$ cat config.mk
export PLATFORM = sky130hd
export DESIGN_NAME = bmm_mod
export DESIGN_NICKNAME = d
export VERILOG_FILES = /design/src/hw/rtl/bmm_pkg.sv /design/src/hw/rtl/bmm_mod.sv
export SDC_FILE = /design/constraint.sdc
export NUM_CORES = 1
export LEC_CHECK = 0
export BUFFER_PORTS_ARGS = -buffer_cell sky130_fd_sc_hd__buf_2
export CORE_UTILIZATION = 50
export DETAILED_ROUTE_END_ITERATION = 8
export HOLD_SLACK_MARGIN = 0.12
export PLACE_DENSITY = 0.73
export SLEW_MARGIN = 15
export SYNTH_ARGS = -nofsm -noshare
export SYNTH_HDL_FRONTEND = slang
export SYNTH_SLANG_ARGS = --single-unit
export TNS_END_PERCENT = 1
$ cat constraint.sdc
create_clock -name clk -period 5.2 [get_ports clk]
set_input_delay 1.04 -clock clk [delete_from_list [all_inputs] [get_ports clk]]
set_output_delay 1.04 -clock clk [all_outputs]
set_load 0.01 [all_outputs]
$ cat src/hw/rtl/bmm_pkg.sv
`timescale 1ns / 1ps

package bmm_pkg;

    localparam int BYTE_W        = 8;
    localparam int WORK_RAM_DEPTH = 8192;
    localparam int CART_RAM_DEPTH = 32768;
    localparam int BANK_OFS_W    = 14;

    typedef struct packed {
        logic busy;
        logic done;
    } mod_status_t;

endpackage

$ cat src/hw/rtl/bmm_mod.sv
`timescale 1ns / 1ps

module bmm_mod (
    input  logic                clk,
    input  logic                rst_n,
    input  logic                start,
    input  logic [7:0]          dividend,
    input  logic [8:0]          divisor,
    output bmm_pkg::mod_status_t status,
    output logic [7:0]          remainder
);

    import bmm_pkg::*;

    logic       busy_reg, busy_next;
    logic       done_reg, done_next;
    logic [2:0] step_reg, step_next;
    logic [7:0] rem_reg, rem_next;
    logic [7:0] dvd_reg, dvd_next;
    logic [8:0] div_reg, div_next;
    logic [8:0] trial;

    assign trial = {rem_reg, dvd_reg[7]};

    always_comb
    begin
        busy_next = busy_reg;
        done_next = 1'b0;
        step_next = step_reg;
        rem_next  = rem_reg;
        dvd_next  = dvd_reg;
        div_next  = div_reg;
        if (start)
        begin
            busy_next = 1'b1;
            step_next = 3'd0;
            rem_next  = 8'd0;
            dvd_next  = dividend;
            div_next  = divisor;
        end
        else if (busy_reg)
        begin
            // shift in one dividend bit, subtract where it fits
            if (trial >= div_reg)
            begin
                rem_next = 8'(trial - div_reg);
            end
            else
            begin
                rem_next = trial[7:0];
            end
            dvd_next  = {dvd_reg[6:0], 1'b0};
            step_next = step_reg + 3'd1;
            if (step_reg == 3'd7)
            begin
                busy_next = 1'b0;
                done_next = 1'b1;
            end
        end
    end

    always_ff @(posedge clk or negedge rst_n)
    begin
        if (!rst_n)
        begin
            busy_reg <= 1'b0;
            done_reg <= 1'b0;
            step_reg <= 3'd0;
        end
        else
        begin
            busy_reg <= busy_next;
            done_reg <= done_next;
            step_reg <= step_next;
        end
    end

    always_ff @(posedge clk)
    begin
        rem_reg <= rem_next;
        dvd_reg <= dvd_next;
        div_reg <= div_next;
    end

    assign status.busy = busy_reg;
    assign status.done = done_reg;
    assign remainder   = rem_reg;

endmodule

==> summary.txt <==
Clocking
  – Clock buffer depth: 2
  – CTS tree: done
  – Root buf cell: clkbuf_4
  – Post-CTS Setup Bufs: 0
  – Post-CTS resize count: 0
  – Worst-path clk slew: 80 ps
  – Total CTS buffers: 5
  – Hold_buf cts: 0
  – CTS HTree Levels: 2
  – Clock sinks: 30
  – Clk Latency, worst-skew pair: 320 ps

Cells and area
  – Syn-to-layout area delta: 16.2%
  – ANT cells: 0
  – Nets: 218
  – Layout Cells excl Fill: 231
  – Final core occ: 62.2%
  – Max reg flops: 9
  – Share of post-route cells with drive strength above 1: 26.2%

Synthesis
  – Cell count after synthesis: 156
  – Area leader, netlist: edfxtp_1
  – Synthesized cell area: 1680 um^2
  – Synth area leaders: edfxtp_1, dfxtp_1, ha_1
  – Yosys cell types: 43
  – Share of the synthesized area in the top cell type: 30.5%
  – Avg Synthesized Cell Area: 10.7 um^2
  – Yosys reg bits: 30
  – Sequential area share after synthesis: 47.5%
  – Yosys warnings: 0
  – Syn_nets: 188

Job
  – Max-Cap Viols: 0

Power and ir drop
  – Proportion of power drawn by flip-flops and latches: 44.3%
  – Leakage: 0.000848 uW
  – Overall power: 644 uW
  – Switching share of power: 25.7%
  – Clock power frac: 35.3%
  – Max IR drop VDD: 0.299 mV
  – Internal power: 479 uW
  – Combinational share of power: 20.4%
  – NetSw: 166 uW
  – Total power density per cell area: 331 nW/um^2

Critical path
  – Reg-to-reg startpoint: dvd_reg[7]
  – Worst path cell trace: buf_2
  – CP delay by family, top: flip-flops
  – R2r worst-path depth: 8
  – CP bufs+invs: 1
  – WS Path Type: reg2out
  – Crit path max-delay cell type: dfrtp_1
  – Critical Path RT: 4160 ps
  – R2R Setup Slk: 3010 ps
  – Crit path max fanout: 23
  – Crit Reg-Reg Endpoint: remainder[6]
  – Startpoint class of the critical path: flip-flop
  – Slowest Stage Delay on Critical Path: 840 ps
  – Critical path arrival: 1420 ps
  – Critical Path Sink Type: primary output

Detailed routing
  – Post-route ant nets: 0
  – Starting DRT DRC Count: 65
  – M1 WL: 1.41 mm
  – Met2 wire len: 1.50 mm
  – Highest routed layer: met4
  – Per-cell routed wire length: 13.5 um
  – TritonRoute pass-1 iters: 5
  – Total Routed Length: 3.13 mm
  – Via density: 5.52
  – Vias: 1276
  – WL met3: 163 um
  – DRC: 0

STA
  – Hold Vio Cnt, Final: 0
  – Setup TNS Final: 0 ps
  – Worst slew pin tran: 761 ps
  – Post-route setup slack: 2740 ps
  – Tmin final: 2460 ps
  – Final slew viol count: 0
  – Max-Slew Margin vs Limit: 49.2%
  – Final setup violation count: 0
  – Fin crit share: 47.3%
  – RSZ-0062 raised after global routing: no
  – Worst Clk Skew: 8.63 ps
  – F_max: 0.407 GHz

Floorplanning
  – CORE AREA: 3130 um^2
  – I/O pins: 30
  – Initial Utilization: 53.6%
  – Die Y: 59.9 um
  – Die width: 59.9 um
  – Row cnt: 20
  – Die ar.: 3590 um^2

Global routing
  – Initial antenna violation count: 0
  – Global-route wire length before repair: 5.29 mm
  – Vias in the first global route: 1258
  – Grt ovf: 0
  – All-Layer GR Usage: 20.3%
  – Largest net degree at the start of global routing: 34

Placed design
  – Detailed Place HPWL: 2.33 mm
  – IO buf count: 29
  – Placed cell count: 223
  – DP Worst Slack: 2980 ps
  – GP Congestion: 0.865

Outcome
  – Status: complete, no violations

Hold path
  – Hold/Removal Path Class: in2async
## routing by layer
layer,up-vias,GRT usage (%)
li1,640,-
met1,589,24.5
met2,39,33.5
met3,8,4.55
met4,0,11.0
met5,-,0
## synth_stat cells, drive strengths merged
master and count:
o211ai 2, a31oi 1, nand3 7, o21ai 7, a311oi 7, nand2 5
o31a 1, nor2 13, clkbuf 3, nand3b 1, ha 11, nand4 4
a211o 2, or3 1, o21a 1, or2 1, o31ai 2, a21o 1
and2b 1, dfrtp 5, and2 2, buf 3, edfxtp 17, a2111o 1
nor2b 3, nor4b 1, fa 1, or4 1, xnor2 2, mux2i 2
nor3b 3, inv 15, a21oi 8, nand2b 2, dfxtp 8, mux2 7
xor2 1, o311ai 3
## power groups by stage
stage	logic [uW]	clock network (uW)	registers, uW
after floorplan	92.7	0	290
after global placement	124	0	290
after detailed placement	130	0	291
after CTS	131	232	286
after global routing	148	244	288
final	132	228	285
## through the flow
step	instance area (um^2)	hold WS, ps
floorplan	1680	490
global placement	1850	494
detailed placement	1850	502
CTS	1950	502
global route	1950	492
finish	1950	511
## how the worst max path moves through the flow
| stage | cells past startpoint | slack (ps) | from | end |
|---|---|---|---|---|
| after floorplan | 8 | 3220 | dvd_reg[7] | remainder[6] |
| after detailed placement | 2 | 2980 | start | dvd_reg[3] |
| after global placement | 2 | 3010 | start | dvd_reg[7] |
| after CTS | 1 | 2730 | busy_reg | status[1] |
| after global routing | 1 | 2620 | busy_reg | status[1] |
| final | 1 | 2740 | busy_reg | status[1] |
## area by class of cell
cell class	count	area, um^2
flip-flops and latches	30	796
clock inverters	3	63.8
multi-input cells	105	793
inverters	15	56.3
clock buffers	5	37.5
repair buffers	29	145
fillers	267	1180
well taps	44	55.1
## cells by family (layout without fill, tap and decap cells)
kind of cell             after synthesis  count (layout)  synth area share, %
AO/OA/AOI/OAI                         36              36                 16.0
XOR/XNOR                               3               3                 1.57
adder cells (fa/ha/maj)               12              12                 9.41
buffers and inverters                 21              52                 5.15
flip-flops                            30              30                 47.5
multiplexers                           9               9                 5.90
AND/OR/NAND/NOR                       45              45                 14.5
## cells in the final DEF (no fill, tap or decap), drive strengths merged, types with 2 or more instances in the layout
cell type / netlist / layout
a211o: 2 / 2
a21oi: 8 / 8
a311oi: 7 / 7
and2: 2 / 2
buf: 3 / 29
bufinv: 0 / 2
clkbuf: 3 / 5
dfrtp: 5 / 5
dfxtp: 8 / 8
edfxtp: 17 / 17
ha: 11 / 11
inv: 15 / 15
mux2: 7 / 7
mux2i: 2 / 2
nand2: 5 / 5
nand2b: 2 / 2
nand3: 7 / 7
nand4: 4 / 4
nor2: 13 / 13
nor2b: 3 / 3
nor3b: 3 / 3
o211ai: 2 / 2
o21ai: 7 / 7
o311ai: 3 / 3
o31ai: 2 / 2
xnor2: 2 / 2
No activity file was read; power rests on OpenSTA's default activity.
